File: src/rtl/rfp_pkg.sv
// Shared types and constants for the register access frame parser.
`default_nettype none

package rfp_pkg;

    // Idle tick counter width and timeout limit width
    localparam int TICK_COUNT_WIDTH = 16;
    localparam int LIMIT_WIDTH      = 16;
    localparam int TICK_CMP_WIDTH   = (TICK_COUNT_WIDTH > LIMIT_WIDTH) ?
                                      TICK_COUNT_WIDTH : LIMIT_WIDTH;

    // Reset value of the timeout limit
    localparam logic [LIMIT_WIDTH-1:0] TIMEOUT_LIMIT_RESET = LIMIT_WIDTH'(1000);

    // Address byte layout
    localparam logic [7:0] ADDR_MASK    = 8'h7F;
    localparam int         WRITE_BIT    = 7;

    // Request kinds carried on the input tuser
    typedef enum logic [1:0] {
        REQ_BYTE  = 2'd0,
        REQ_TICK  = 2'd1,
        REQ_ABORT = 2'd2
    } rfp_req_t;

    // Configuration register indexes
    typedef enum logic [1:0] {
        CFG_HEADER    = 2'd0,
        CFG_DEVICE_ID = 2'd1,
        CFG_TIMEOUT   = 2'd2
    } rfp_cfg_idx_t;

    // Status codes of a result
    typedef enum logic [2:0] {
        RC_WORKING = 3'd0,
        RC_OK      = 3'd1,
        RC_BAD_HDR = 3'd2,
        RC_BAD_ID  = 3'd3,
        RC_BAD_SUM = 3'd4,
        RC_TIMEOUT = 3'd5
    } rfp_code_t;

    // Frame parse phase, one-hot
    typedef enum logic [5:0] {
        PH_HEADER = 6'b000001,
        PH_ID     = 6'b000010,
        PH_ADDR   = 6'b000100,
        PH_COUNT  = 6'b001000,
        PH_DATA   = 6'b010000,
        PH_CHECK  = 6'b100000
    } rfp_phase_t;

    // Configuration seen by the parser
    typedef struct packed {
        logic [7:0]             header_byte;
        logic [7:0]             device_id_byte;
        logic [LIMIT_WIDTH-1:0] timeout_limit;
    } rfp_cfg_t;

    // One result item
    typedef struct packed {
        rfp_code_t  result_code;
        logic [6:0] reg_address;
        logic       is_write;
        logic [7:0] length_field;
        logic [7:0] write_data;
    } rfp_result_t;

endpackage

`default_nettype wire

File: src/rtl/rfp_parser.sv
// Frame parser state and single-step update for one accepted transaction.
`default_nettype none

module rfp_parser
    import rfp_pkg::*;
(
    input  wire logic        aclk,
    input  wire logic        aresetn,
    input  wire logic        step_en,
    input  wire logic [1:0]  req_type,
    input  wire logic [7:0]  rx_byte,
    input  wire rfp_cfg_t    cfg,
    output rfp_result_t      result
);

    rfp_phase_t                  phase_reg, phase_next;
    logic [7:0]                  sum_reg, sum_next;
    logic [6:0]                  addr_reg, addr_next;
    logic                        wr_reg, wr_next;
    logic [7:0]                  len_reg, len_next;
    logic [7:0]                  data_reg, data_next;
    logic [TICK_COUNT_WIDTH-1:0] ticks_reg, ticks_next;
    logic [TICK_COUNT_WIDTH-1:0] ticks_inc;
    rfp_code_t                   code;

    // Saturating tick increment
    assign ticks_inc = (ticks_reg == {TICK_COUNT_WIDTH{1'b1}}) ?
                       ticks_reg : ticks_reg + TICK_COUNT_WIDTH'(1);

    // Step the parser by one transaction
    always_comb begin
        phase_next = phase_reg;
        sum_next   = sum_reg;
        addr_next  = addr_reg;
        wr_next    = wr_reg;
        len_next   = len_reg;
        data_next  = data_reg;
        ticks_next = ticks_reg;
        code       = RC_WORKING;

        case (req_type)
            REQ_BYTE: begin
                ticks_next = '0;
                unique case (phase_reg)
                    PH_HEADER: begin
                        if (rx_byte == cfg.header_byte) begin
                            phase_next = PH_ID;
                            sum_next   = rx_byte;
                        end else begin
                            code = RC_BAD_HDR;
                        end
                    end
                    PH_ID: begin
                        if (rx_byte == cfg.device_id_byte) begin
                            phase_next = PH_ADDR;
                            sum_next   = sum_reg + rx_byte;
                        end else begin
                            phase_next = PH_HEADER;
                            code       = RC_BAD_ID;
                        end
                    end
                    PH_ADDR: begin
                        addr_next  = 7'(rx_byte & ADDR_MASK);
                        wr_next    = rx_byte[WRITE_BIT];
                        sum_next   = sum_reg + rx_byte;
                        phase_next = PH_COUNT;
                    end
                    PH_COUNT: begin
                        len_next   = rx_byte;
                        sum_next   = sum_reg + rx_byte;
                        phase_next = wr_reg ? PH_DATA : PH_CHECK;
                    end
                    PH_DATA: begin
                        data_next  = rx_byte;
                        sum_next   = sum_reg + rx_byte;
                        phase_next = PH_CHECK;
                    end
                    default: begin
                        code       = (rx_byte == sum_reg) ? RC_OK : RC_BAD_SUM;
                        phase_next = PH_HEADER;
                    end
                endcase
            end
            REQ_TICK: begin
                // Count idle time only while a frame is open
                if (phase_reg != PH_HEADER) begin
                    if (TICK_CMP_WIDTH'(ticks_inc) > TICK_CMP_WIDTH'(cfg.timeout_limit)) begin
                        phase_next = PH_HEADER;
                        ticks_next = '0;
                        code       = RC_TIMEOUT;
                    end else begin
                        ticks_next = ticks_inc;
                    end
                end
            end
            REQ_ABORT: begin
                phase_next = PH_HEADER;
            end
            default: begin
            end
        endcase
    end

    // Result reflects the held fields after the step
    assign result.result_code  = code;
    assign result.reg_address  = addr_next;
    assign result.is_write     = wr_next;
    assign result.length_field = len_next;
    assign result.write_data   = data_next;

    // Advance state on each accepted transaction
    always_ff @(posedge aclk) begin
        if (!aresetn) begin
            phase_reg <= PH_HEADER;
            sum_reg   <= '0;
            addr_reg  <= '0;
            wr_reg    <= 1'b0;
            len_reg   <= '0;
            data_reg  <= '0;
            ticks_reg <= '0;
        end else if (step_en) begin
            phase_reg <= phase_next;
            sum_reg   <= sum_next;
            addr_reg  <= addr_next;
            wr_reg    <= wr_next;
            len_reg   <= len_next;
            data_reg  <= data_next;
            ticks_reg <= ticks_next;
        end
    end

endmodule

`default_nettype wire

File: src/rtl/register_access_frame_parser_top.sv
// Results are registered in the result register, or the skid register when stalled.
// Throughput: one transaction per cycle unless m_tready stalls; a two-entry output
// buffer (result and skid registers) lets one more in while a result is stalled.
// Reset (aresetn low, synchronous): parser to header phase, held fields, sum and
// idle counter cleared, output buffer emptied, config to header 0, id 0, limit 1000.
`default_nettype none

module register_access_frame_parser_top
    import rfp_pkg::*;
(
    input  wire logic        aclk,
    input  wire logic        aresetn,
    // Input stream
    input  wire logic        s_tvalid,
    output logic             s_tready,
    input  wire logic [7:0]  s_tdata,   // [7:0] rx_byte
    input  wire logic [1:0]  s_tuser,   // [1:0] req_type
    // Result stream
    output logic             m_tvalid,
    input  wire logic        m_tready,
    output logic [23:0]      m_tdata,   // [6:0] reg_address, [7] is_write,
                                        // [15:8] length_field, [23:16] write_data
    output logic [2:0]       m_tuser,   // [2:0] result_code
    // Configuration writes
    input  wire logic        cfg_valid,
    output logic             cfg_ready,
    input  wire logic [1:0]  cfg_index,
    input  wire logic [15:0] cfg_data
);

    rfp_cfg_t    cfg_reg;
    rfp_result_t step_result;
    rfp_result_t out_reg;
    rfp_result_t skid_reg;
    logic        out_valid_reg;
    logic        skid_valid_reg;
    logic        in_accept;
    logic        out_accept;

    assign cfg_ready  = 1'b1;
    assign s_tready   = !skid_valid_reg;
    assign in_accept  = s_tvalid && s_tready;
    assign out_accept = out_valid_reg && m_tready;

    // Hold configuration registers
    always_ff @(posedge aclk) begin
        if (!aresetn) begin
            cfg_reg.header_byte    <= '0;
            cfg_reg.device_id_byte <= '0;
            cfg_reg.timeout_limit  <= TIMEOUT_LIMIT_RESET;
        end else if (cfg_valid && cfg_ready) begin
            unique case (cfg_index)
                CFG_HEADER:    cfg_reg.header_byte    <= cfg_data[7:0];
                CFG_DEVICE_ID: cfg_reg.device_id_byte <= cfg_data[7:0];
                CFG_TIMEOUT:   cfg_reg.timeout_limit  <= cfg_data[LIMIT_WIDTH-1:0];
                default: begin
                end
            endcase
        end
    end

    rfp_parser u_parser (
        .aclk     (aclk),
        .aresetn  (aresetn),
        .step_en  (in_accept),
        .req_type (s_tuser),
        .rx_byte  (s_tdata),
        .cfg      (cfg_reg),
        .result   (step_result)
    );

    // Output buffer valid flags
    always_ff @(posedge aclk) begin
        if (!aresetn) begin
            out_valid_reg  <= 1'b0;
            skid_valid_reg <= 1'b0;
        end else if (!out_valid_reg || out_accept) begin
            if (skid_valid_reg) begin
                out_valid_reg  <= 1'b1;
                skid_valid_reg <= 1'b0;
            end else begin
                out_valid_reg  <= in_accept;
            end
        end else if (in_accept) begin
            skid_valid_reg <= 1'b1;
        end
    end

    // Output buffer payload: drain skid first, else load the new result
    always_ff @(posedge aclk) begin
        if (!out_valid_reg || out_accept) begin
            if (skid_valid_reg) begin
                out_reg <= skid_reg;
            end else if (in_accept) begin
                out_reg <= step_result;
            end
        end else if (in_accept) begin
            skid_reg <= step_result;
        end
    end

    assign m_tvalid = out_valid_reg;
    assign m_tuser  = out_reg.result_code;
    assign m_tdata  = {out_reg.write_data, out_reg.length_field,
                       out_reg.is_write, out_reg.reg_address};

endmodule

`default_nettype wire
File: config.mk
export PLATFORM = sky130hd
export DESIGN_NAME = register_access_frame_parser_top
export DESIGN_NICKNAME = d
export VERILOG_FILES = /design/src/rtl/rfp_pkg.sv /design/src/rtl/rfp_parser.sv /design/src/rtl/register_access_frame_parser_top.sv
export SDC_FILE = /design/constraint.sdc
export NUM_CORES = 1
export LEC_CHECK = 0
export BUFFER_PORTS_ARGS = -buffer_cell sky130_fd_sc_hd__buf_2
export CORE_MARGIN = 3
export CORE_UTILIZATION = 50
export CTS_CLUSTER_SIZE = 10
export DETAILED_ROUTE_END_ITERATION = 6
export HOLD_SLACK_MARGIN = 0.03
export PLACE_DENSITY = 0.69
export SETUP_SLACK_MARGIN = 0.4
export SLEW_MARGIN = 40
export SYNTH_ARGS = -nofsm -noshare
export SYNTH_HDL_FRONTEND = slang
export SYNTH_SLANG_ARGS = --single-unit
File: constraint.sdc
create_clock -name aclk -period 7.2 [get_ports aclk]
set_clock_uncertainty 0.2 [all_clocks]
set_input_delay 0.36 -clock aclk [delete_from_list [all_inputs] [get_ports aclk]]
set_output_delay 0.36 -clock aclk [all_outputs]
set_load 0.005 [all_outputs]
After elaboration in Yosys (flattened, before gate mapping)
Cells that the tools add are included.
{"block": "totals", "regBits": 142, "inputBits": 33, "output_inout_bits": 30, "elab_cells": 99}
{"block": "op_classes", "add_sub_neg": 2, "order_cmp": 1, "eq_ne": 19, "muxes": 32, "bitwise": 2, "reduce_logical": 21}
{"cell": "$mux 27", "count": 2}
{"cell": "$mux 16", "count": 3}
{"cell": "$mux 8", "count": 6}
{"cell": "$pmux 16 s2", "count": 1}
{"cell": "$pmux 6 s5", "count": 1}
{"cell": "$eq 8x8->1", "count": 3}
{"cell": "$mux 6", "count": 4}
{"cell": "$pmux 8 s3", "count": 1}
{"cell": "$pmux 6 s3", "count": 1}
{"cell": "$add 16x1->16 const B", "count": 1}
{"cell": "$eq 16x16->1 const B", "count": 1}
{"cell": "$gt 16x16->1", "count": 1}
{"cell": "$mux 7", "count": 2}
{"cell": "$mux 3", "count": 4}
{"cell": "$reduce_and 2->1", "count": 5}
{"cell": "$reduce_and 5->1", "count": 2}
{"cell": "$pmux 3 s3", "count": 1}
{"cell": "$add 8x8->8", "count": 1}
{"cell": "$ne 2x1->1 const B", "count": 4}
{"cell": "$eq 6x1->1 const B", "count": 1}
{"cell": "$eq 6x2->1 const B", "count": 1}
{"cell": "$eq 6x3->1 const B", "count": 1}
{"cell": "$eq 6x4->1 const B", "count": 1}
{"cell": "$eq 6x5->1 const B", "count": 1}
{"cell": "other kinds (17)", "count": 28}

Logic depth before layout (Yosys ltp)
{"block": "logic_depth", "ltp_word": 8, "depth_mapped": 17, "ltp_nobuf": 15}

By module
A second synthesis with hierarchy kept.
{"block": "unflattened", "cells_unflattened": 727, "area_unflattened_um2": 7472.2}
{"module": "rfp_parser", "instances": 1, "cells_each": 500, "area_each_um2": 4140.2, "seq_area_each_um2": 1081.0}
{"module": "register_access_frame_parser_top", "instances": 1, "cells_each": 227, "area_each_um2": 3331.9, "seq_area_each_um2": 2302.2}

Least setup slack after synthesis
Ideal clock, no wire load.
{"block": "synth_timing", "path_type": "reg2reg", "start": "register u_parser.ticks_reg[1]", "end": "register u_parser.phase_reg[1]", "setup_ns": 0.116, "t_arrival_ns": 3.281, "required_time_ns": 6.884, "setup_slack_ns": 3.603, "stages_incl_launch_ff": 16, "path_buffers": 2, "period_less_slack_ns": 3.597, "cell_sequence": "dfxtp_1 ha_1 inv_1 nor2_1 and3_1 buf_2 nor4b_1 xor2_1 ha_1 nand4_1 or3_1 a21oi_2 nor4_1 a221o_1 buf_6 a31o_1"}
{"block": "synth_via", "elab_chain_len": 5, "elab_cells_between_ends": 6, "cone_classes": "add/sub: 1; order compare: 1; eq/ne: 2; mux: 1; reduce/logical: 1"}
{"item": "start, declared", "line": "rfp_parser.sv:22", "text": "logic [TICK_COUNT_WIDTH-1:0] ticks_reg, ticks_next;"}
{"item": "start signal, assigned", "line": "rfp_parser.sv:128", "text": "ticks_reg <= ticks_next;"}
{"item": "$add 16x1->16 / $eq 16x16->1 (equally long branches)", "line": "rfp_parser.sv:28, rfp_parser.sv:27"}
{"item": "$mux 16 (*)", "line": "rfp_parser.sv:27", "text": "assign ticks_inc = (ticks_reg == {TICK_COUNT_WIDTH{1'b1}}) ?"}
{"item": "$gt 16x16->1 (*)", "line": "rfp_parser.sv:87", "text": "if (TICK_CMP_WIDTH'(ticks_inc) > TICK_CMP_WIDTH'(cfg.timeout_limit)) begin"}
{"item": "$ne 2x1->1 (no source line) (*)"}
{"item": "$reduce_and 5->1 (no source line) (*)"}
{"item": "end signal, assigned", "line": "rfp_parser.sv:122", "text": "phase_reg <= phase_next;"}
{"item": "end, declared", "line": "rfp_parser.sv:16", "text": "rfp_phase_t phase_reg, phase_next;"}
Mark *: on every way between the ends. The rest lies on a longest branch, timed or not.
A chain may end at the register's enable or synchronous reset.

Worst setup path in the final report
{"block": "layout_timing", "start": "register u_parser.ticks_reg[0]", "end": "register u_parser.ticks_reg[2]"}
{"block": "layout_via", "elab_chain_len": 6, "elab_cells_between_ends": 7, "cone_classes": "add/sub: 1; order compare: 1; eq/ne: 1; mux: 4"}
{"item": "$add 16x1->16 / $eq 16x16->1 (equally long branches)", "line": "rfp_parser.sv:28, rfp_parser.sv:27"}
{"item": "$mux 16 (*)", "line": "rfp_parser.sv:27"}
{"item": "$gt 16x16->1", "line": "rfp_parser.sv:87"}
{"item": "$mux 16 (*)", "line": "rfp_parser.sv:87"}
{"item": "$mux 16 (*)", "line": "rfp_parser.sv:86", "text": "if (phase_reg != PH_HEADER) begin"}
{"item": "$pmux 16 s2 (*)", "line": "rfp_parser.sv:41", "text": "case (req_type)"}
Mark *: on every way between the ends. The rest lies on a longest branch, timed or not. The select of a mux whose other input is x is not followed.

==> run summary <==
Max reg flops = 32
Post-CTS Setup Bufs = 0
Synth Area in Compound Gates = 0.110
Clock period minus worst slack = 4.34 ns
Area of the multi-input gates = 3560 um^2
Layout Area Growth over Synthesis = 16.7%
Fmax = 231 MHz
Pleak = 0.00344 uW
Post-synthesis simple-gate area fraction = 0.187
Fill count = 1157
Die width = 126 um
Pins Over Slew Limit = 0
Final TNS setup = 0 ns
CTS max path bufs = 2
Yosys cell types = 59
RePlAce Congestion = 0.888
Ranking of synthesized cells by area = dfxtp_1 24%, edfxtp_1 22%, mux2_2 7.8%
Worst Tran Pin Value = 0.769 ns
Number of synthesized flops with an enable pin = 54
WS Path Type = reg2reg
Worst-case headroom to the max-slew limit = 0.483
Fin worst setup slack = 2.86 ns
Top Ports = 63
Final Setup Violations = 0
CP Capture Type = flip-flop
Pwr dens = 246 nW/um^2
Total track usage = 0.201
CP max FO = 30
GRT Residual Overflow = 0
Via count = 5438
Hold-fix buffers, CTS = 13
Cell Rows = 43
Max IR drop VDD = 154 uV
Seq. cell area = 3380 um^2
Post-synthesis sequential area ratio = 0.468
Syn nets = 774
Area leader, netlist = dfxtp_1
Final routed DRC violation total = 0
Post-CTS sizing = 0
XOR/XNOR share of the synthesized area = 0.0400
Total CTS buffers = 17
Clk Latency, worst-skew pair = 0.42 ns
WP data required = 7.34 ns
Worst hold slack = 0.0382 ns
Syn Area/Cell = 10.1 um^2
Post-synthesis register bit count = 142
Routed WL = 15900 um
Fin. Hold Viols = 0
WL/cell = 16.5 um
First-pass GRT wire length = 25900 um
Maxcap violations = 0
Initial core utilization = 0.517
Status = completed
Average via count per standard cell = 5.64
Buffers on Ports = 61
CP Launch Type = flip-flop
Max H-tree Level = 4
Vias in the first global route = 5216
Largest family of logic cells by synthesized area = simple AND/OR/NAND/NOR gates
CTS tree = done
Fraction of layout cells with a size suffix above 1 = 0.202
Tcrit/Tclk final = 0.602
TritonRoute pass-1 iters = 5
Die Y = 126 um
Core area = 14000 um^2
Die area = 15900 um^2
Multiplexer area fraction after synthesis = 0.104
DR iter-0 viols = 373
Post-synth top area share = 0.244
Mapped Area = 7230 um^2
Worst EP arrival = 4.48 ns
Synth warn = 0
Pwr Total = 2080 uW
RSZ-0062 raised after global routing = false
Antenna violations before repair = 1
Largest net degree at the start of global routing = 106
Reg clk slew, reported paths = 0.06 ns
Post-DP HPWL = 10800 um
Hold Crit Class = in2reg
Mapped Cells = 713
Dominant synthesized flop cell = dfxtp_1
Routed Antenna Nets = 0
Clock Tree Root = clkbuf_16
Total clock sinks = 142
Synth async-reset ratio = 0
Post-place setup slack = 3.05 ns
Final Net Count = 832
Synth Area in Adders = 0.0495
==> through the flow <==
step | area, um^2 | utilization | cells
finish | 8440 | 0.603 | 965
CTS | 8430 | 0.603 | 964
global placement | 7620 | 0.545 | 919
global route | 8430 | 0.603 | 964
floorplan | 7230 | - | 713
detailed placement | 7620 | 0.545 | 919
==> routing by layer <==
layer,share of wire,vias to the layer above,global-route usage
li1,-,2684,-
met1,0.44,2608,0.251
met2,0.49,124,0.345
met3,0.047,22,0.0445
met4,0.018,0,0.0700
met5,0,-,0
==> final timing paths <==
check / from / end / slack, ns / cells past startpoint
worst max-delay path: u_parser.ticks_reg[0]$_SDFFE_PN0P_ / u_parser.ticks_reg[2]$_SDFFE_PN0P_ / 2.86 / 14
worst min-delay path: cfg_data[3] / cfg_reg[3]$_SDFFE_PN1P_ / 0.04 / 3
worst max register to register: u_parser.ticks_reg[0]$_SDFFE_PN0P_ / u_parser.ticks_reg[2]$_SDFFE_PN0P_ / 2.86 / 14
worst min register to register: u_parser.len_reg[0]$_SDFFE_PN0P_ / u_parser.len_reg[0]$_SDFFE_PN0P_ / 0.26 / 2
==> area by class of cell <==
class                   count  area share
clock buffers              21      0.0522
flip-flops and latches    142       0.401
multi-input cells         502       0.422
repair buffers             80      0.0574
well taps                 180      0.0267
diodes                      1    0.000297
inverters                  28      0.0125
clock inverters            11      0.0282
==> logic make-up after synthesis <==
kind of cell | count (synthesis)
multiplexers | 69
buffers and inverters | 69
flip-flops | 142
AO/OA/AOI/OAI | 116
XOR/XNOR | 33
other | 1
adder cells (fa/ha/maj) | 28
AND/OR/NAND/NOR | 255
==> placed cells by master, fill, tap and decap left out, types with 16 or more instances in the layout <==
master	instances
ha_1	27
clkbuf_16	17
edfxtp_1	54
a31oi_1	21
buf_2	61
nor2_1	49
inv_1	28
nor2b_1	26
mux2_2	50
mux2i_1	19
a21boi_0	19
nor3b_1	22
nand3_1	27
a21oi_1	16
dfxtp_1	88
xnor2_1	18
nand2_1	69
==> cell usage after synthesis (all sizes together) (2+ instances only) <==
master / count
a21boi: 19
a21o: 4
a21oi: 17
a221o: 2
a22oi: 2
a31o: 4
a31oi: 21
a41oi: 3
and3: 3
and3b: 2
buf: 15
clkbuf: 26
dfxtp: 88
edfxtp: 54
ha: 27
inv: 28
mux2: 50
mux2i: 19
nand2: 69
nand2b: 3
nand3: 28
nand3b: 12
nand4: 14
nand4b: 2
nor2: 51
nor2b: 26
nor3: 12
nor3b: 22
nor4: 6
o211a: 5
o211ai: 11
o21a: 3
o21ai: 18
o21bai: 2
or3: 2
xnor2: 18
xor2: 15
==> worst max-delay path: stages, from the launching register on <==
cell	delay, ns
dfxtp_1	0.40
ha_1	0.32
inv_1	0.08
nor2_1	0.04
and3_1	0.28
nor4b_1	0.55
xor2_1	0.14
ha_1	0.34
nand4_1	0.17
or3_1	0.15
a21oi_2	0.04
nor4_1	0.50
o2111a_2	0.66
a21oi_1	0.13
nor3b_1	0.23
==> power breakdown <==
part | internal (uW) | leakage (uW) | switching, uW
clock | 684 | 0.000320 | 330
sequential | 868 | 0.00125 | 17.8
combinational | 75.7 | 0.00187 | 101
(Power assumes the default switching activity.)
